[src/rtl/core/ssa_pkg.sv]
`timescale 1ns / 1ps

package ssa_pkg;

	// defaults for the top-level parameters
	localparam int SLOT_COUNT_DEF       = 8;
	localparam int FRAMES_IN_FLIGHT_DEF = 2;

	// slot numbers are carried at the width of the largest table (64 slots)
	localparam int IDX_W = 6;

	// results per sync command
	localparam int MAX_RESULTS = 8;
	localparam int CNT_W       = $clog2(MAX_RESULTS + 1);

	typedef enum logic [1:0] {
		MODE_ACTIVATE   = 2'd0,
		MODE_DEACTIVATE = 2'd1,
		MODE_SYNC       = 2'd2,
		MODE_CLEAR      = 2'd3
	} mode_t;

	// command token walking down the row of slot cells
	typedef struct packed {
		logic             act;
		mode_t            mode;
		logic [31:0]      id;
		logic             frame;
		logic             hit;
		logic [IDX_W-1:0] hit_idx;
		logic             free_ok;
		logic [IDX_W-1:0] free_idx;
		logic [CNT_W-1:0] n_emit;
		logic             held_v;
		logic [IDX_W-1:0] held_idx;
	} token_t;

	// sync beat released by a cell when it finds the next pending slot
	typedef struct packed {
		logic             strobe;
		logic [IDX_W-1:0] idx;
		logic             frame;
	} flush_t;

	// claim of a free slot, issued after an activate token leaves the row
	typedef struct packed {
		logic             en;
		logic [IDX_W-1:0] idx;
		logic [31:0]      id;
	} grant_t;

endpackage

[src/rtl/core/ssa_cell.sv]
`timescale 1ns / 1ps

module ssa_cell #(
	parameter int IDX              = 0,
	parameter int FRAMES_IN_FLIGHT = ssa_pkg::FRAMES_IN_FLIGHT_DEF
) (
	input  logic            clk,
	input  logic            arst_n,
	input  ssa_pkg::token_t tok_in,
	input  ssa_pkg::grant_t grant,
	output ssa_pkg::token_t tok_out,
	output ssa_pkg::flush_t flush
);
	import ssa_pkg::*;

	localparam logic [IDX_W-1:0] MY_IDX = IDX_W'(IDX);
	localparam logic [1:0]       FIF    = 2'(FRAMES_IN_FLIGHT);

	logic [31:0] owner_q;
	logic        valid_q;
	logic [1:0]  pend_q;
	token_t      tok_q;

	logic        match;
	token_t      tok_d;
	logic        valid_d;
	logic [1:0]  pend_d;

	assign match = valid_q && (owner_q == tok_in.id);

	always_comb begin
		tok_d        = tok_in;
		valid_d      = valid_q;
		pend_d       = pend_q;
		flush.strobe = 1'b0;
		flush.idx    = tok_in.held_idx;
		flush.frame  = tok_in.frame;
		if (tok_in.act) begin
			case (tok_in.mode)
				MODE_ACTIVATE: begin
					if (match) begin
						tok_d.hit     = 1'b1;
						tok_d.hit_idx = MY_IDX;
					end
					if (!valid_q && !tok_in.free_ok) begin
						tok_d.free_ok  = 1'b1;
						tok_d.free_idx = MY_IDX;
					end
				end
				MODE_DEACTIVATE: begin
					if (match) begin
						tok_d.hit     = 1'b1;
						tok_d.hit_idx = MY_IDX;
						valid_d       = 1'b0;
						pend_d        = FIF;
					end
				end
				MODE_SYNC: begin
					// emit the previously found slot, keep this one for later
					if (pend_q != 2'd0 && tok_in.n_emit < CNT_W'(MAX_RESULTS)) begin
						pend_d         = pend_q - 2'd1;
						tok_d.n_emit   = tok_in.n_emit + CNT_W'(1);
						flush.strobe   = tok_in.held_v;
						tok_d.held_v   = 1'b1;
						tok_d.held_idx = MY_IDX;
					end
				end
				MODE_CLEAR: begin
					valid_d = 1'b0;
					pend_d  = FIF;
				end
				default: begin
					tok_d = tok_in;
				end
			endcase
		end
	end

	always_ff @(posedge clk or negedge arst_n) begin
		if (!arst_n) begin
			valid_q <= 1'b0;
			pend_q  <= 2'd0;
			tok_q   <= '0;
		end else begin
			tok_q <= tok_d;
			if (grant.en && grant.idx == MY_IDX) begin
				valid_q <= 1'b1;
				pend_q  <= FIF;
			end else begin
				valid_q <= valid_d;
				pend_q  <= pend_d;
			end
		end
	end

	always_ff @(posedge clk) begin
		if (grant.en && grant.idx == MY_IDX) begin
			owner_q <= grant.id;
		end
	end

	assign tok_out = tok_q;

endmodule

[src/rtl/core/shadow_slot_allocator.sv]
`timescale 1ns / 1ps

// shadow slot allocator: a table of SLOT_COUNT slots, one cell per slot
//
// command channel: a beat (mode, owner_id, frame_index) is taken at a rising
// edge with start high and busy low. busy stays high while the command
// token walks the row of cells, one cell per cycle.
// result channel: each result beat is on the result ports for one cycle,
// marked by strobe; last flags the final beat of a command. the receiver
// cannot stall, so beats are never held back.
// results: activate, deactivate and clear give one beat, carried through the
// head register, the cell row and the result register; a command occupies
// the block until its token leaves the cell row. sync beats stream out while
// the token walks (one slot behind the token), the final one at the end,
// at most MAX_RESULTS beats; a sync with nothing pending gives no beat.
// reset: every slot free, every pending count zero; owner ids are only
// compared in valid slots.
module shadow_slot_allocator #(
	parameter int SLOT_COUNT       = ssa_pkg::SLOT_COUNT_DEF,
	parameter int FRAMES_IN_FLIGHT = ssa_pkg::FRAMES_IN_FLIGHT_DEF
) (
	input  logic        clk,
	input  logic        arst_n,
	input  logic        start,
	output logic        busy,
	input  logic [1:0]  mode,
	input  logic [31:0] owner_id,
	input  logic        frame_index,
	output logic        strobe,
	output logic [2:0]  slot_index,
	output logic        success,
	output logic        already_held,
	output logic        frame_out,
	output logic        last
);
	import ssa_pkg::*;

	logic   busy_q;
	logic   accept;
	token_t head_d;
	token_t head_q;
	token_t tok [SLOT_COUNT+1];
	flush_t flush [SLOT_COUNT];
	flush_t flush_any;
	token_t tail;
	grant_t grant;

	// result register
	logic       strobe_q;
	logic [2:0] slot_q;
	logic       success_q;
	logic       held_q;
	logic       frame_q;
	logic       last_q;

	logic       res_v;
	logic [2:0] res_slot;
	logic       res_ok;
	logic       res_held;
	logic       res_frame;
	logic       res_last;

	assign accept = start && !busy_q;
	assign busy   = busy_q;

	// head of the row: a fresh token for each accepted command
	always_comb begin
		head_d = '0;
		if (accept) begin
			head_d.act   = 1'b1;
			head_d.mode  = mode_t'(mode);
			head_d.id    = owner_id;
			head_d.frame = frame_index;
		end
	end

	always_ff @(posedge clk or negedge arst_n) begin
		if (!arst_n) begin
			head_q <= '0;
			busy_q <= 1'b0;
		end else begin
			head_q <= head_d;
			if (accept) begin
				busy_q <= 1'b1;
			end else if (tail.act) begin
				busy_q <= 1'b0;
			end
		end
	end

	assign tok[0] = head_q;

	// row of slot cells, each handing the token to its neighbor
	for (genvar i = 0; i < SLOT_COUNT; i++) begin : g_cell
		ssa_cell #(
			.IDX              (i),
			.FRAMES_IN_FLIGHT (FRAMES_IN_FLIGHT)
		) u_cell (
			.clk     (clk),
			.arst_n  (arst_n),
			.tok_in  (tok[i]),
			.grant   (grant),
			.tok_out (tok[i+1]),
			.flush   (flush[i])
		);
	end

	assign tail = tok[SLOT_COUNT];

	// only the cell holding the token can flush, so an or-merge is enough
	always_comb begin
		flush_any = '0;
		for (int i = 0; i < SLOT_COUNT; i++) begin
			flush_any = flush_any | flush[i];
		end
	end

	// wrap-up once the token leaves the last cell
	always_comb begin
		grant.en  = 1'b0;
		grant.idx = tail.free_idx;
		grant.id  = tail.id;
		res_v     = 1'b0;
		res_slot  = 3'd0;
		res_ok    = 1'b0;
		res_held  = 1'b0;
		res_frame = 1'b0;
		res_last  = 1'b0;
		if (tail.act) begin
			res_last = 1'b1;
			case (tail.mode)
				MODE_ACTIVATE: begin
					res_v = 1'b1;
					if (tail.hit) begin
						res_slot = tail.hit_idx[2:0];
						res_ok   = 1'b1;
						res_held = 1'b1;
					end else if (tail.free_ok) begin
						// claim the lowest free slot seen on the walk
						grant.en = 1'b1;
						res_slot = tail.free_idx[2:0];
						res_ok   = 1'b1;
					end
				end
				MODE_DEACTIVATE: begin
					res_v = 1'b1;
					if (tail.hit) begin
						res_slot = tail.hit_idx[2:0];
						res_ok   = 1'b1;
					end
				end
				MODE_SYNC: begin
					// the slot still held back is the final beat
					res_v     = tail.held_v;
					res_slot  = tail.held_idx[2:0];
					res_ok    = 1'b1;
					res_frame = tail.frame;
				end
				MODE_CLEAR: begin
					res_v  = 1'b1;
					res_ok = 1'b1;
				end
				default: begin
					res_v = 1'b0;
				end
			endcase
		end else if (flush_any.strobe) begin
			// mid-walk sync beat
			res_v     = 1'b1;
			res_slot  = flush_any.idx[2:0];
			res_ok    = 1'b1;
			res_frame = flush_any.frame;
		end
	end

	always_ff @(posedge clk or negedge arst_n) begin
		if (!arst_n) begin
			strobe_q <= 1'b0;
		end else begin
			strobe_q <= res_v;
		end
	end

	always_ff @(posedge clk) begin
		slot_q    <= res_slot;
		success_q <= res_ok;
		held_q    <= res_held;
		frame_q   <= res_frame;
		last_q    <= res_last;
	end

	assign strobe       = strobe_q;
	assign slot_index   = slot_q;
	assign success      = success_q;
	assign already_held = held_q;
	assign frame_out    = frame_q;
	assign last         = last_q;

endmodule
[config.mk]
export PLATFORM = sky130hd
export DESIGN_NAME = shadow_slot_allocator
export DESIGN_NICKNAME = d
export VERILOG_FILES = /design/src/rtl/core/ssa_pkg.sv /design/src/rtl/core/ssa_cell.sv /design/src/rtl/core/shadow_slot_allocator.sv
export SDC_FILE = /design/constraint.sdc
export NUM_CORES = 1
export LEC_CHECK = 0
export BUFFER_PORTS_ARGS = -buffer_cell sky130_fd_sc_hd__buf_2
export CORE_MARGIN = 2
export CORE_UTILIZATION = 35
export CTS_CLUSTER_DIAMETER = 80
export DETAILED_ROUTE_END_ITERATION = 8
export HOLD_SLACK_MARGIN = 0.1
export PLACE_DENSITY_LB_ADDON = 0.12
export SYNTH_ARGS = -nofsm -noshare
export SYNTH_HDL_FRONTEND = slang
export SYNTH_SLANG_ARGS = --single-unit
export TNS_END_PERCENT = 50
[constraint.sdc]
create_clock -name clk -period 3.4 [get_ports clk]
set_clock_uncertainty 0.05 [all_clocks]
set_input_delay 0.34 -clock clk [delete_from_list [all_inputs] [get_ports clk]]
set_output_delay 0.34 -clock clk [all_outputs]
set_load 0.02 [all_outputs]
==> report_table.html, run 1 <==
<table>
<tr><th>Metric</th><th>Value</th></tr>
<tr><th colspan="2">Outcome</th></tr>
<tr><td>Status</td><td>finished clean</td></tr>
<tr><th colspan="2">STA</th></tr>
<tr><td>Final period utilization</td><td>0.7677</td></tr>
<tr><td>Slew of the pin with the lowest slew margin</td><td>919.8 ps</td></tr>
<tr><td>FMAX</td><td>383.1 MHz</td></tr>
<tr><td>Fin. max-slew vios</td><td>0</td></tr>
<tr><td>Slew Limit Headroom</td><td>0.3868</td></tr>
<tr><td>Time the final worst path needs with I/O delays and setup</td><td>2610 ps</td></tr>
<tr><td>Sum of negative setup slack</td><td>0 ps</td></tr>
<tr><td>Unrepaired setup endpoints after global routing</td><td>false</td></tr>
<tr><td>Final hold vios</td><td>0</td></tr>
<tr><td>Final Setup Violations</td><td>0</td></tr>
<tr><th colspan="2">Global route</th></tr>
<tr><td>First-pass GRT wire length</td><td>81250 um</td></tr>
<tr><td>Vias in the first global route</td><td>12590</td></tr>
<tr><td>Initial antenna violation count</td><td>0</td></tr>
<tr><td>GRT Overall Usage</td><td>0.1549</td></tr>
<tr><td>GRT overflow</td><td>0</td></tr>
<tr><td>Largest net degree at the start of global routing</td><td>95</td></tr>
<tr><th colspan="2">Placement</th></tr>
<tr><td>Instance area at placement</td><td>roughly 26000 um2</td></tr>
<tr><td>Routability congestion estimate from global placement</td><td>0.8232</td></tr>
<tr><td># port buffers</td><td>46</td></tr>
<tr><td>Detailed-placement wirelength estimate</td><td>38600 um</td></tr>
<tr><th colspan="2">Route</th></tr>
<tr><td>Vias per Instance</td><td>~4.5</td></tr>
<tr><td>Routed Wire Length</td><td>53090 um</td></tr>
<tr><td>Post-route DRC violation count</td><td>0</td></tr>
<tr><td>DRC marker count from the first detailed-route iteration</td><td>650</td></tr>
<tr><td>Per-cell routed wire length</td><td>20.07 um</td></tr>
<tr><td>Antenna-violating nets left</td><td>0</td></tr>
<tr><td>Total via count in the routed design</td><td>between 10000 and 15000</td></tr>
<tr><td>Pre-Repair DR Iteration Count</td><td>4</td></tr>
<tr><th colspan="2">Logic synthesis</th></tr>
<tr><td>Post-synthesis sequential area ratio</td><td>0.7755</td></tr>
<tr><td>Syn nets</td><td>1546</td></tr>
<tr><td>Flip-flop and latch count after synthesis</td><td>706</td></tr>
<tr><td>Post-synthesis average cell area</td><td>16.33 um2</td></tr>
<tr><td>Number of enable flip-flop cells after synthesis</td><td>256</td></tr>
<tr><td>Area share of xor/xnor cells in the synthesized design</td><td>0.08978</td></tr>
<tr><td>Multiplexer fraction of the synthesized cell area</td><td>0.001385</td></tr>
<tr><td>Cell type with the largest total area after synthesis</td><td>dfrtp_1</td></tr>
<tr><td>Synth Area in Adders</td><td>0.007182</td></tr>
<tr><td>Share of synthesized cell area in and, or, nand and nor gates</td><td>0.08434</td></tr>
<tr><td>Dominant combinational cell family by area after synthesis</td><td>XOR/XNOR gates</td></tr>
<tr><td>Share of the synthesized area in the top cell type</td><td>0.4545</td></tr>
<tr><td>Leading cell types by total area after synthesis</td><td>dfrtp_1 45%, edfxtp_1 32%, xnor2_1 6.7%</td></tr>
<tr><td>Compound-Gate Fraction of Synth Area</td><td>0.03186</td></tr>
<tr><td>Async set-or-reset flop fraction in the synthesized netlist</td><td>0.6275</td></tr>
<tr><td>Total standard cell area after synthesis</td><td>~24000 um2</td></tr>
<tr><td>Total number of yosys warnings</td><td>0</td></tr>
<tr><td>Gate count of the mapped netlist</td><td>~1500</td></tr>
<tr><td>Yosys cell types</td><td>75</td></tr>
<tr><td>Most used flip-flop cell after synthesis</td><td>dfrtp_1</td></tr>
<tr><th colspan="2">Finish</th></tr>
<tr><td>Fill cells</td><td>6225</td></tr>
<tr><td>Fraction of final layout cells sized beyond drive strength 1</td><td>0.1191</td></tr>
<tr><td>Layout overhead on the synthesized area</td><td>17.26%</td></tr>
<tr><td>NumNets Final</td><td>1708</td></tr>
<tr><td>Cell area after layout</td><td>about 29000 um2</td></tr>
<tr><th colspan="2">Clocking</th></tr>
<tr><td>Clock tree from TritonCTS</td><td>built</td></tr>
<tr><td>Count of buffers added by post-CTS timing repair for setup</td><td>0</td></tr>
<tr><td>H-tree depth</td><td>3</td></tr>
<tr><td>CTS-repair resized insts</td><td>0</td></tr>
<tr><td>Number of sinks driven by the clock tree</td><td>706</td></tr>
<tr><td>Clock latency of the later-clocked register in the worst-skew pair</td><td>around 600 ps</td></tr>
<tr><td>Clock Tree Root</td><td>clkbuf_16</td></tr>
<tr><td>CTS Buf Count</td><td>72</td></tr>
<tr><td>Bufs on Longest Clock Path</td><td>3</td></tr>
<tr><td>Hold buffers post-CTS</td><td>36</td></tr>
<tr><td>Clock-pin slew reported for the worst setup and hold paths after clock tree synthesis</td><td>60 ps</td></tr>
<tr><th colspan="2">Flow run</th></tr>
<tr><td>Maxcap violations</td><td>0</td></tr>
<tr><th colspan="2">Die</th></tr>
<tr><td>Die boundary height</td><td>~270 um</td></tr>
<tr><td>Area inside the core boundary</td><td>about 69000 um2</td></tr>
<tr><td>Width of the chip</td><td>268.0 um</td></tr>
<tr><td>Initial core utilization</td><td>0.3544</td></tr>
<tr><td>Die area</td><td>71810 um2</td></tr>
<tr><td>Number of placement rows</td><td>96</td></tr>
<tr><td>I/O pins</td><td>47</td></tr>
<tr><th colspan="2">Setup path</th></tr>
<tr><td>Crit path capture type</td><td>flop</td></tr>
<tr><td>Worst reg2reg path startpoint</td><td>g_cell[7].u_cell.tok_out[60]$_DFF_PN0_</td></tr>
<tr><td>Startpoint type of the worst setup path</td><td>flop</td></tr>
<tr><td>Biggest fanout along the worst timing path</td><td>33</td></tr>
<tr><td>Crit path kind</td><td>flop to flop</td></tr>
<tr><td>Worst path arrival time</td><td>2780 ps</td></tr>
<tr><td>Required time of the critical path</td><td>3570 ps</td></tr>
<tr><td>Start point of the critical path</td><td>g_cell[7].u_cell.tok_out[60]$_DFF_PN0_</td></tr>
<tr><th colspan="2">Pwr</th></tr>
<tr><td>Lkg Pwr</td><td>12.03 nW</td></tr>
<tr><td>Highest ir drop seen on vdd</td><td>approximately 0.34 mV</td></tr>
<tr><td>Switch share</td><td>0.2543</td></tr>
<tr><td>Total power density per cell area</td><td>715.6 nW/um2</td></tr>
<tr><td>Proportion of power drawn by combinational gates</td><td>0.093</td></tr>
<tr><td>Cell Int Power</td><td>15.26 mW</td></tr>
<tr><td>Clock power frac</td><td>0.371</td></tr>
<tr><td>Switching Power</td><td>between 5 and 6 mW</td></tr>
<tr><td>Part of the total power dissipated in sequential elements</td><td>0.536</td></tr>
<tr><th colspan="2">Hold path</th></tr>
<tr><td>Path class of the lowest-slack min-delay path</td><td>input port to flop</td></tr>
<tr><td>Hold path startpoint</td><td>start</td></tr>
</table>
-- layout by cell type (no fill, tap or decap), drive strengths merged, types with 32 or more instances in the layout --
cell,netlist,routed
clkbuf,12,115
edfxtp,256,256
nor4,33,33
dfrtp,443,443
inv,46,49
dlygate4sd3,0,36
xor2,63,63
buf,1,65
and2,44,44
nand2,45,45
xnor2,187,187
nand2b,32,32
nand4,44,44
-- cells in the mapped netlist (3+ instances only) --
cell type / count
dfrtp_1: 443
edfxtp_1: 256
xnor2_1: 187
xor2_1: 63
nand4_1: 44
and2_1: 43
inv_1: 43
nand2_1: 42
nand2b_1: 32
nor4_1: 32
nor2_1: 31
nor2b_1: 26
nand3_1: 21
or2_2: 17
a21oi_1: 16
ha_1: 14
nor3_1: 14
or2_1: 14
clkbuf_1: 10
o21ai_1: 10
o21ai_0: 9
o22ai_1: 9
o31ai_1: 9
and3_1: 7
dfxtp_1: 7
nor3b_1: 7
a41oi_1: 6
a31oi_1: 5
o221ai_1: 4
or3b_1: 4
a211o_1: 3
a22oi_1: 3
a41o_1: 3
inv_2: 3
mux2_2: 3
nand2_2: 3
o21a_1: 3
or3_1: 3
-- path summary, 6_finish.rpt --
kind / end / slack, ps / cells after the start
min in group asynchronous: strobe$_DFF_PN0_ / 310 / 2
worst min register to register: g_cell[5].u_cell.tok_out[25]$_DFF_PN0_ / 330 / 0
worst min-delay path: busy$_DFFE_PN0P_ / 200 / 3
worst max-delay path: g_cell[2].u_cell.owner_q[25]$_DFFE_PP_ / 790 / 6
max in group asynchronous: head_q[34]$_DFF_PN0_ / 1990 / 3
worst max register to register: g_cell[2].u_cell.owner_q[25]$_DFFE_PP_ / 790 / 6
-- layer usage --
| metal | share of wire | GRT usage | wire, um | up-vias |
|---|---|---|---|---|
| met5 | 0 | 0 | 0 | - |
| met4 | 0.022 | 0.05088 | 1191 | 0 |
| met3 | 0.036 | 0.02749 | 1932 | 67 |
| met2 | 0.47 | 0.2467 | 25000 | 166 |
| met1 | 0.47 | 0.2160 | 24960 | 6156 |
| li1 | - | - | - | 5565 |
-- power by group through the flow --
stage	Sequential [mW]	Clock, mW	Combinational (mW)
after floorplan	10.7	0	1.30
after global placement	11.1	0	1.91
after detailed placement	11.2	0	1.93
after CTS	11.0	7.81	1.97
after global routing	11.1	8.20	2.16
final	11.0	7.59	1.91
-- state kept, by name, indices dropped and copies added, names as in the netlist --
name	cells
slot_index	3
frame_out	1
already_held	1
success	1
head_q	36
g_cell.u_cell.pend_q	16
g_cell.u_cell.owner_q	256
last	1
strobe	1
g_cell.u_cell.valid_q	8
g_cell.u_cell.tok_out	381
busy	1
-- layout make-up --
cell class              count  area [um2]  area share
diodes                      1       2.502  0.00008750
flip-flops and latches    706       18910      0.6613
inverters                  47       176.4    0.006169
well taps                 931        1165     0.04073
multi-input cells         728        5271      0.1843
repair buffers            101       805.8     0.02818
clock inverters            16       137.6    0.004813
clock buffers             115        2127     0.07438
-- through the flow --
step	total power, mW	util	hold slack [ps]	instances	setup slack (ps)
final	20.46	0.4155	201.2	2645	789.7
after global routing	21.47	0.4155	162.1	2644	630.8
after CTS	20.78	0.4155	146.9	2644	775.6
after detailed placement	13.08	0.3773	312.8	2477	789.9
after global placement	13.04	0.3773	310.1	2477	854.0
after floorplan	11.97	-	-5.591	1494	-294.5
-- worst max-delay path: stages, from the launching register on --
cell	delay [ps]
dfrtp_1	460
inv_2	110
nor3_2	280
nand2b_1	110
buf_4	180
or3_1	460
inv_2	550
-- cells by family after synthesis --
family / Yosys count
DFF: 706
adders and majority gates: 14
and+or+nand+nor: 355
xor gates and xnor gates: 250
AOI/OAI and AO/OA: 106
buffers and inverters: 60
muxes: 3
Power figures use the tool's default switching activity.
==> run 2: changes to the inputs <==
==> constraint.sdc (replaced) <==
create_clock -name clk -period 2.4 [get_ports clk]
set_clock_uncertainty 0.05 [all_clocks]
set_input_delay 0.24 -clock clk [delete_from_list [all_inputs] [get_ports clk]]
set_output_delay 0.24 -clock clk [all_outputs]
set_load 0.02 [all_outputs]
==> report_table.html, run 2 (synthesized netlist as in run 1, its figures left out) <==
<table>
<tr><th>Metric</th><th>Value</th></tr>
<tr><th colspan="2">Die</th></tr>
<tr><td>Area inside the core boundary</td><td>68830 um2 (unchanged)</td></tr>
<tr><td>Die boundary height</td><td>268.0 um (unchanged)</td></tr>
<tr><td>I/O pins</td><td>47 (unchanged)</td></tr>
<tr><td>Initial core utilization</td><td>0.3544 (unchanged)</td></tr>
<tr><td>Width of the chip</td><td>268.0 um (unchanged)</td></tr>
<tr><td>Number of placement rows</td><td>96 (unchanged)</td></tr>
<tr><td>Die area</td><td>71810 um2 (unchanged)</td></tr>
<tr><th colspan="2">Setup path</th></tr>
<tr><td>Required time of the critical path</td><td>2640 ps (-930 ps)</td></tr>
<tr><td>Worst reg2reg path startpoint</td><td>g_cell[7].u_cell.tok_out[58]$_DFF_PN0_</td></tr>
<tr><td>Worst path max stage delay</td><td>500 ps (-50 ps)</td></tr>
<tr><td>Critical path's top delay family</td><td>simple AND/OR/NAND/NOR gates</td></tr>
<tr><td>Endpoint of the most critical register-to-register path</td><td>g_cell[2].u_cell.owner_q[26]$_DFFE_PP_</td></tr>
<tr><td>Cell-by-cell trace of the critical path</td><td>nor3_2 -&gt; nand2b_1 -&gt; or3_1 -&gt; inv_2 -&gt; buf_12</td></tr>
<tr><td>Worst path arrival time</td><td>2460 ps (-320 ps)</td></tr>
<tr><td>FF-to-FF path depth</td><td>5 (-1)</td></tr>
<tr><td>CP max stage cell</td><td>or3_1</td></tr>
<tr><td>Worst reg2reg setup slack</td><td>190 ps (-600 ps)</td></tr>
<tr><td>Startpoint type of the worst setup path</td><td>flop</td></tr>
<tr><td>Number of buffers and inverters on the critical path</td><td>2 (-1)</td></tr>
<tr><td>Crit path capture type</td><td>flop</td></tr>
<tr><td>Crit path kind</td><td>flop to flop</td></tr>
<tr><td>Biggest fanout along the worst timing path</td><td>33 (unchanged)</td></tr>
<tr><th colspan="2">Route</th></tr>
<tr><td>Routed Wire Length</td><td>54140 um (+2.0%)</td></tr>
<tr><td>Vias per Instance</td><td>4.500 (-0.43%)</td></tr>
<tr><td>Pre-Repair DR Iteration Count</td><td>5 (+1)</td></tr>
<tr><td>Antenna-violating nets left</td><td>0 (unchanged)</td></tr>
<tr><td>Total via count in the routed design</td><td>12060 (+0.84%)</td></tr>
<tr><td>Post-route DRC violation count</td><td>0 (unchanged)</td></tr>
<tr><td>DRC marker count from the first detailed-route iteration</td><td>674 (+3.7%)</td></tr>
<tr><td>Per-cell routed wire length</td><td>20.21 um (+0.69%)</td></tr>
<tr><th colspan="2">STA</th></tr>
<tr><td>Time the final worst path needs with I/O delays and setup</td><td>2212 ps (-398.2 ps)</td></tr>
<tr><td>Final-layout worst hold slack</td><td>183.7 ps (-17.44 ps)</td></tr>
<tr><td>Final period utilization</td><td>0.9217 (+0.1540)</td></tr>
<tr><td>Fin. max-slew vios</td><td>0 (unchanged)</td></tr>
<tr><td>Final hold vios</td><td>0 (unchanged)</td></tr>
<tr><td>Unrepaired setup endpoints after global routing</td><td>false</td></tr>
<tr><td>Final Setup Violations</td><td>0 (unchanged)</td></tr>
<tr><td>Slew of the pin with the lowest slew margin</td><td>691.0 ps (-228.8 ps)</td></tr>
<tr><td>Slew Limit Headroom</td><td>0.5393 (+0.1525)</td></tr>
<tr><td>FMAX</td><td>452.1 MHz (+18%)</td></tr>
<tr><th colspan="2">Hold path</th></tr>
<tr><td>Path class of the lowest-slack min-delay path</td><td>input port to async pin</td></tr>
<tr><th colspan="2">Finish</th></tr>
<tr><td>Final core occ</td><td>0.4230 (+0.007527)</td></tr>
<tr><td>Area of the multi-input gates</td><td>5291 um2 (+0.38%)</td></tr>
<tr><td>Final non-filler cell total</td><td>2679 (+1.3%)</td></tr>
<tr><td>NumNets Final</td><td>1739 (+1.8%)</td></tr>
<tr><td>Most common cell after layout, fill and taps aside</td><td>dfrtp_1</td></tr>
<tr><td>Fill cells</td><td>6157 (-1.1%)</td></tr>
<tr><td>Largest register FFs</td><td>381 (unchanged)</td></tr>
<tr><td>Reg area</td><td>18910 um2 (unchanged)</td></tr>
<tr><td>Layout overhead on the synthesized area</td><td>19.38%</td></tr>
<tr><td>Most frequent cells in the layout</td><td>443 x dfrtp_1, 256 x edfxtp_1, 187 x xnor2_1, 77 x clkbuf_16, 63 x xor2_1</td></tr>
<tr><td>Fraction of final layout cells sized beyond drive strength 1</td><td>0.1385 (+0.01943)</td></tr>
<tr><th colspan="2">Global route</th></tr>
<tr><td>Largest net degree at the start of global routing</td><td>65 (-32%)</td></tr>
<tr><td>First-pass GRT wire length</td><td>82630 um (+1.7%)</td></tr>
<tr><td>GRT Overall Usage</td><td>0.1580 (+0.003060)</td></tr>
<tr><td>GRT overflow</td><td>0 (unchanged)</td></tr>
<tr><td>Vias in the first global route</td><td>12920 (+2.6%)</td></tr>
<tr><td>Initial antenna violation count</td><td>1 (+1)</td></tr>
<tr><th colspan="2">Clocking</th></tr>
<tr><td>Clock-pin slew reported for the worst setup and hold paths after clock tree synthesis</td><td>60 ps (about the same)</td></tr>
<tr><td>Number of sinks driven by the clock tree</td><td>706 (unchanged)</td></tr>
<tr><td>Clock Tree Root</td><td>clkbuf_16</td></tr>
<tr><td>CTS Buf Count</td><td>74 (+2.8%)</td></tr>
<tr><td>H-tree depth</td><td>3 (unchanged)</td></tr>
<tr><td>Clock latency of the later-clocked register in the worst-skew pair</td><td>610 ps (about the same)</td></tr>
<tr><td>Bufs on Longest Clock Path</td><td>3 (unchanged)</td></tr>
<tr><td>Clock tree from TritonCTS</td><td>built</td></tr>
<tr><th colspan="2">Placement</th></tr>
<tr><td>Routability congestion estimate from global placement</td><td>0.8461 (+2.8%)</td></tr>
<tr><td>Placed cell count</td><td>2504 (+1.1%)</td></tr>
<tr><td># port buffers</td><td>46 (unchanged)</td></tr>
<tr><td>Detailed-placement wirelength estimate</td><td>39630 um (+2.7%)</td></tr>
<tr><th colspan="2">Pwr</th></tr>
<tr><td>Total power density per cell area</td><td>1015 nW/um2 (+42%)</td></tr>
<tr><td>Lkg Pwr</td><td>12.29 nW (+2.1%)</td></tr>
<tr><td>Highest ir drop seen on vdd</td><td>0.5508 mV (+60%)</td></tr>
<tr><th colspan="2">Flow run</th></tr>
<tr><td>Maxcap violations</td><td>0 (unchanged)</td></tr>
<tr><th colspan="2">Outcome</th></tr>
<tr><td>Status</td><td>finished clean</td></tr>
</table>
run 2: cell count changes in the layout (fill, tap and decap cells not counted), sizes merged:
cell | previous run | this run
buf | 65 | 92
clkinv | 12 | 17
dlygate4sd3 | 36 | 38
bufinv | 2 | 3
clkbuf | 115 | 114
run 2: worst reg2reg max path, stage by stage (launching register included):
cell      delay (ps)
dfrtp_1          420
nor3_2           460
nand2b_1         140
or3_1            500
inv_2            120
buf_12           200
run 2: power by group:
group / switching (mW) / total [mW] / internal (mW)
Clock: 4.56 / 11.2 / 6.60
Combinational: 1.55 / 2.87 / 1.32
Sequential: 1.41 / 15.5 / 14.1
run 2: worst max-delay path by stage:
| stage | from | to | slack [ps] | depth (start not counted) |
|---|---|---|---|---|
| 2_1_floorplan | g_cell[7].u_cell.tok_out[59]$_DFF_PN0_ | g_cell[3].u_cell.owner_q[0]$_DFFE_PP_ | -310 | 4 |
| 3_3_place_gp | g_cell[1].u_cell.tok_out[26]$_DFF_PN0_ | g_cell[2].u_cell.pend_q[0]$_DFFE_PN0P_ | 150 | 7 |
| 3_5_place_dp | g_cell[6].u_cell.pend_q[0]$_DFFE_PN0P_ | slot_index[0]$_DFF_P_ | 140 | 8 |
| 4_1_cts | g_cell[6].u_cell.pend_q[0]$_DFFE_PN0P_ | slot_index[0]$_DFF_P_ | 120 | 8 |
| 5_1_grt | g_cell[6].u_cell.pend_q[0]$_DFFE_PN0P_ | slot_index[1]$_DFF_P_ | 5 | 8 |
| 6_report | g_cell[7].u_cell.tok_out[58]$_DFF_PN0_ | g_cell[2].u_cell.owner_q[26]$_DFFE_PP_ | 190 | 5 |
run 2: layout make-up:
| cell class | count | share of cell area |
|---|---|---|
| Tap cell | 931 | 0.04001 |
| Timing Repair Buffer | 130 | 0.04005 |
| Antenna cell | 1 | 0.00008594 |
| Inverter | 47 | 0.006059 |
| Clock inverter | 22 | 0.007778 |
| Multi-Input combinational cell | 728 | 0.1817 |
| Clock buffer | 114 | 0.07473 |
| Sequential cell | 706 | 0.6496 |
run 2: timing repair:
item | in CTS | in global routing
setup buffers | 0 | 0
hold buffers | 38 | 0
setup endpoints to repair | 0 | 6
hold endpoints to repair | 320 | 0
resized for setup | 0 | 3
run 2: routing by layer:
metal | GRT usage | up-vias | wire [um]
met4 | 0.05964 | 0 | 1485
li1 | - | 5633 | -
met2 | 0.2506 | 208 | 25410
met1 | 0.2202 | 6134 | 25440
met5 | 0 | - | 0
met3 | 0.02474 | 80 | 1795
run 2: metrics by stage:
| step | cell area (um2) | TNS (ps) | total power, mW | setup WS (ps) |
|---|---|---|---|---|
| 6_report | 29120 | 0 | 29.56 | 187.9 |
| 5_1_grt | 29110 | 0 | 31.00 | 4.850 |
| 4_1_cts | 29100 | 0 | 30.05 | 123.9 |
| 3_5_place_dp | 26320 | 0 | 18.68 | 138.0 |
| 3_3_place_gp | 26320 | 0 | 18.59 | 152.6 |
| 2_1_floorplan | 24410 | -19970 | 16.97 | -305.4 |
==> run 3: changes to the inputs <==
--- a/config.mk
+++ b/config.mk
@@ -11,8 +11,8 @@
 export CTS_CLUSTER_DIAMETER = 80
 export DETAILED_ROUTE_END_ITERATION = 8
 export HOLD_SLACK_MARGIN = 0.1
-export PLACE_DENSITY_LB_ADDON = 0.12
+export PLACE_DENSITY = 0.57
 export SYNTH_ARGS = -nofsm -noshare
 export SYNTH_HDL_FRONTEND = slang
 export SYNTH_SLANG_ARGS = --single-unit
-export TNS_END_PERCENT = 50
+export TNS_END_PERCENT = 10
==> constraint.sdc (replaced) <==
create_clock -name clk -period 1.9 [get_ports clk]
set_clock_uncertainty 0.05 [all_clocks]
set_input_delay 0.19 -clock clk [delete_from_list [all_inputs] [get_ports clk]]
set_output_delay 0.19 -clock clk [all_outputs]
set_load 0.02 [all_outputs]
==> report_table.html, run 3 (synthesized netlist as in run 1, its figures left out) <==
<table>
<tr><th>Metric</th><th>Value</th></tr>
<tr><th colspan="2">Outcome</th></tr>
<tr><td>Status</td><td>complete, but fails checks</td></tr>
<tr><td>Failing checks</td><td>setup timing</td></tr>
<tr><th colspan="2">Route</th></tr>
<tr><td>Vias per Instance</td><td>4.528 (+0.63%)</td></tr>
<tr><td>Per-cell routed wire length</td><td>18.84 um (-6.8%)</td></tr>
<tr><td>Routed Wire Length</td><td>52320 um (-3.4%)</td></tr>
<tr><td>DRC marker count from the first detailed-route iteration</td><td>962 (+43%)</td></tr>
<tr><td>Post-route DRC violation count</td><td>0 (unchanged)</td></tr>
<tr><td>Antenna-violating nets left</td><td>0 (unchanged)</td></tr>
<tr><td>Total via count in the routed design</td><td>12580 (+4.3%)</td></tr>
<tr><td>Pre-Repair DR Iteration Count</td><td>5 (unchanged)</td></tr>
<tr><th colspan="2">Setup path</th></tr>
<tr><td>Critical path's top delay family</td><td>simple AND/OR/NAND/NOR gates</td></tr>
<tr><td>Required time of the critical path</td><td>2300 ps (-340 ps)</td></tr>
<tr><td>Biggest fanout along the worst timing path</td><td>3 (-91%)</td></tr>
<tr><td>Cell-by-cell trace of the critical path</td><td>xor2_1 -&gt; nor4_2 -&gt; buf_4 -&gt; nand3_4 -&gt; or3_4 -&gt; nand2b_4 -&gt; a41oi_2</td></tr>
<tr><td>CP max stage cell</td><td>or3_4</td></tr>
<tr><td>Crit path capture type</td><td>flop</td></tr>
<tr><td>Worst path max stage delay</td><td>430 ps (-70 ps)</td></tr>
<tr><td>Number of buffers and inverters on the critical path</td><td>1 (-1)</td></tr>
<tr><td>Worst path arrival time</td><td>2370 ps (-90 ps)</td></tr>
<tr><td>Crit path kind</td><td>flop to flop</td></tr>
<tr><td>Startpoint type of the worst setup path</td><td>flop</td></tr>
<tr><th colspan="2">STA</th></tr>
<tr><td>Least setup slack across all paths after layout</td><td>-63.72 ps (-251.6 ps)</td></tr>
<tr><td>Slew of the pin with the lowest slew margin</td><td>1028 ps (+336.8 ps)</td></tr>
<tr><td>Final period utilization</td><td>1.034 (+0.1118)</td></tr>
<tr><td>Final Setup Violations</td><td>11 (+11)</td></tr>
<tr><td>Final hold vios</td><td>0 (unchanged)</td></tr>
<tr><td>Unrepaired setup endpoints after global routing</td><td>true</td></tr>
<tr><td>Slew Limit Headroom</td><td>0.3148 (-0.2246)</td></tr>
<tr><td>Time the final worst path needs with I/O delays and setup</td><td>1964 ps (-248.4 ps)</td></tr>
<tr><td>FMAX</td><td>509.2 MHz (+13%)</td></tr>
<tr><td>Fin. max-slew vios</td><td>0 (unchanged)</td></tr>
<tr><th colspan="2">Die</th></tr>
<tr><td>Area inside the core boundary</td><td>68830 um2 (unchanged)</td></tr>
<tr><td>Initial core utilization</td><td>0.3544 (unchanged)</td></tr>
<tr><td>Width of the chip</td><td>268.0 um (unchanged)</td></tr>
<tr><td>I/O pins</td><td>47 (unchanged)</td></tr>
<tr><td>Die area</td><td>71810 um2 (unchanged)</td></tr>
<tr><td>Number of placement rows</td><td>96 (unchanged)</td></tr>
<tr><td>Die boundary height</td><td>268.0 um (unchanged)</td></tr>
<tr><th colspan="2">Finish</th></tr>
<tr><td>Fraction of final layout cells sized beyond drive strength 1</td><td>0.2243 (+0.08575)</td></tr>
<tr><td>NumNets Final</td><td>1842 (+5.9%)</td></tr>
<tr><td>Most frequent cells in the layout</td><td>443 x dfrtp_1, 256 x edfxtp_1, 174 x xnor2_1, 126 x buf_4, 77 x clkbuf_16</td></tr>
<tr><td>Cell area after layout</td><td>30330 um2 (+4.2%)</td></tr>
<tr><td>Layout overhead on the synthesized area</td><td>24.37%</td></tr>
<tr><td>Final non-filler cell total</td><td>2777 (+3.7%)</td></tr>
<tr><td>Most common cell after layout, fill and taps aside</td><td>dfrtp_1</td></tr>
<tr><td>Antenna Cells</td><td>0 (-1)</td></tr>
<tr><td>Final core occ</td><td>0.4407 (+0.01769)</td></tr>
<tr><td>Largest register FFs</td><td>381 (unchanged)</td></tr>
<tr><th colspan="2">Global route</th></tr>
<tr><td>GRT Overall Usage</td><td>0.1494 (-0.008623)</td></tr>
<tr><td>Initial antenna violation count</td><td>0 (-1)</td></tr>
<tr><td>Vias in the first global route</td><td>13460 (+4.1%)</td></tr>
<tr><td>Largest net degree at the start of global routing</td><td>88 (+35%)</td></tr>
<tr><td>GRT overflow</td><td>0 (unchanged)</td></tr>
<tr><td>First-pass GRT wire length</td><td>79980 um (-3.2%)</td></tr>
<tr><th colspan="2">Pwr</th></tr>
<tr><td>Lkg Pwr</td><td>12.91 nW (+5.1%)</td></tr>
<tr><td>Switch share</td><td>0.2539 (-0.0006731)</td></tr>
<tr><td>Clock power frac</td><td>0.359 (-0.019)</td></tr>
<tr><td>Part of the total power dissipated in sequential elements</td><td>0.519 (-0.006)</td></tr>
<tr><td>Overall power</td><td>37.54 mW (+27%)</td></tr>
<tr><td>Total power density per cell area</td><td>1238 nW/um2 (+22%)</td></tr>
<tr><td>Proportion of power drawn by combinational gates</td><td>0.121 (+0.024)</td></tr>
<tr><td>Switching Power</td><td>9.534 mW (+27%)</td></tr>
<tr><td>Cell Int Power</td><td>28.01 mW (+27%)</td></tr>
<tr><td>Highest ir drop seen on vdd</td><td>0.6844 mV (+24%)</td></tr>
<tr><th colspan="2">Placement</th></tr>
<tr><td>Instance area at placement</td><td>26960 um2 (+2.4%)</td></tr>
<tr><td># port buffers</td><td>46 (unchanged)</td></tr>
<tr><td>Detailed-placement wirelength estimate</td><td>37400 um (-5.6%)</td></tr>
<tr><td>Routability congestion estimate from global placement</td><td>0.8135 (-3.9%)</td></tr>
<tr><td>Placed cell count</td><td>2591 (+3.5%)</td></tr>
<tr><td>Setup slack after placement</td><td>-250.1 ps (-388.2 ps)</td></tr>
<tr><th colspan="2">Clocking</th></tr>
<tr><td>Clock latency of the later-clocked register in the worst-skew pair</td><td>600 ps (about the same)</td></tr>
<tr><td>Clock Tree Root</td><td>clkbuf_16</td></tr>
<tr><td>Bufs on Longest Clock Path</td><td>3 (unchanged)</td></tr>
<tr><td>H-tree depth</td><td>3 (unchanged)</td></tr>
<tr><td>Clock tree from TritonCTS</td><td>built</td></tr>
<tr><td>Clock-pin slew reported for the worst setup and hold paths after clock tree synthesis</td><td>60 ps (about the same)</td></tr>
<tr><td>CTS Buf Count</td><td>69 (-6.8%)</td></tr>
<tr><td>Number of sinks driven by the clock tree</td><td>706 (unchanged)</td></tr>
<tr><th colspan="2">Flow run</th></tr>
<tr><td>Maxcap violations</td><td>0 (unchanged)</td></tr>
<tr><th colspan="2">Hold path</th></tr>
<tr><td>Path class of the lowest-slack min-delay path</td><td>input port to async pin</td></tr>
</table>
## run 3: cell count changes in the layout (fill, tap and decap cells not counted), moves of 4 or more
cell | previous run | this run
a41oi_1 | 6 | 1
a41oi_2 | 0 | 5
buf_4 | 30 | 126
buf_6 | 0 | 9
clkbuf_8 | 11 | 4
inv_1 | 43 | 38
inv_2 | 3 | 7
nor2_1 | 30 | 25
nor2_2 | 0 | 4
nor4_1 | 32 | 21
nor4_2 | 1 | 11
xnor2_1 | 187 | 174
xnor2_2 | 0 | 13
## run 3: what timing repair did
item,CTS,global route
hold buffers,39,0
pin swaps,42,25
endpoints found under the hold margin,480,0
resized for setup,52,51
setup endpoints to repair,93,297
buffers inserted,6,10
cloned,0,4
## run 3: power groups by stage
stage / logic, mW / clock network [mW] / registers (mW)
detailed placement: 4.20 / 0 / 19.8
CTS: 4.44 / 13.9 / 19.5
global route: 5.00 / 14.5 / 19.7
floorplan: 2.38 / 0 / 19.1
finish: 4.56 / 13.5 / 19.5
global placement: 4.08 / 0 / 19.7
## run 3: final cells by class
cell class	count	area, um2
fill	6020	38490
multi-input combinational	728	5757
timing repair buffer	238	2061
clock buffer	102	1976
clock inverter	25	274.0
inverter	47	188.9
tap	931	1165
sequential	706	18910
## run 3: worst paths after layout
kind,start,to,slack (ps),cells past startpoint
max in group asynchronous,arst_n,g_cell[3].u_cell.pend_q[0]$_DFFE_PN0P_,530,3
worst max-delay path,head_q[56]$_DFF_PN0_,g_cell[0].u_cell.valid_q$_DFFE_PN0P_,-60,7
min in group clk,owner_id[9],head_q[35]$_DFF_PN0_,280,3
worst min-delay path,arst_n,g_cell[4].u_cell.tok_out[37]$_DFF_PN0_,200,3
worst min register to register,g_cell[3].u_cell.tok_out[25]$_DFF_PN0_,g_cell[4].u_cell.tok_out[25]$_DFF_PN0_,330,0
worst max register to register,head_q[56]$_DFF_PN0_,g_cell[0].u_cell.valid_q$_DFFE_PN0P_,-60,7
## run 3: metal layers
layer | part of all wire | GRT usage
met3 | 0.035 | 0.02327
met4 | 0.041 | 0.06870
met1 | 0.44 | 0.1981
met2 | 0.48 | 0.2430
met5 | 0 | 0
## run 3: through the flow
step | hold WS [ps] | TNS (ps)
6_report | 203.5 | -334.0
5_1_grt | 203.7 | -3186
4_1_cts | 183.0 | -617.9
3_5_place_dp | 41.46 | -6124
3_3_place_gp | 38.21 | -4036
2_1_floorplan | -155.6 | -56390
## run 3: tightest hold or removal path, delay by kind of cell
family                 cells  cell delay, ps
buffers and inverters      3             980
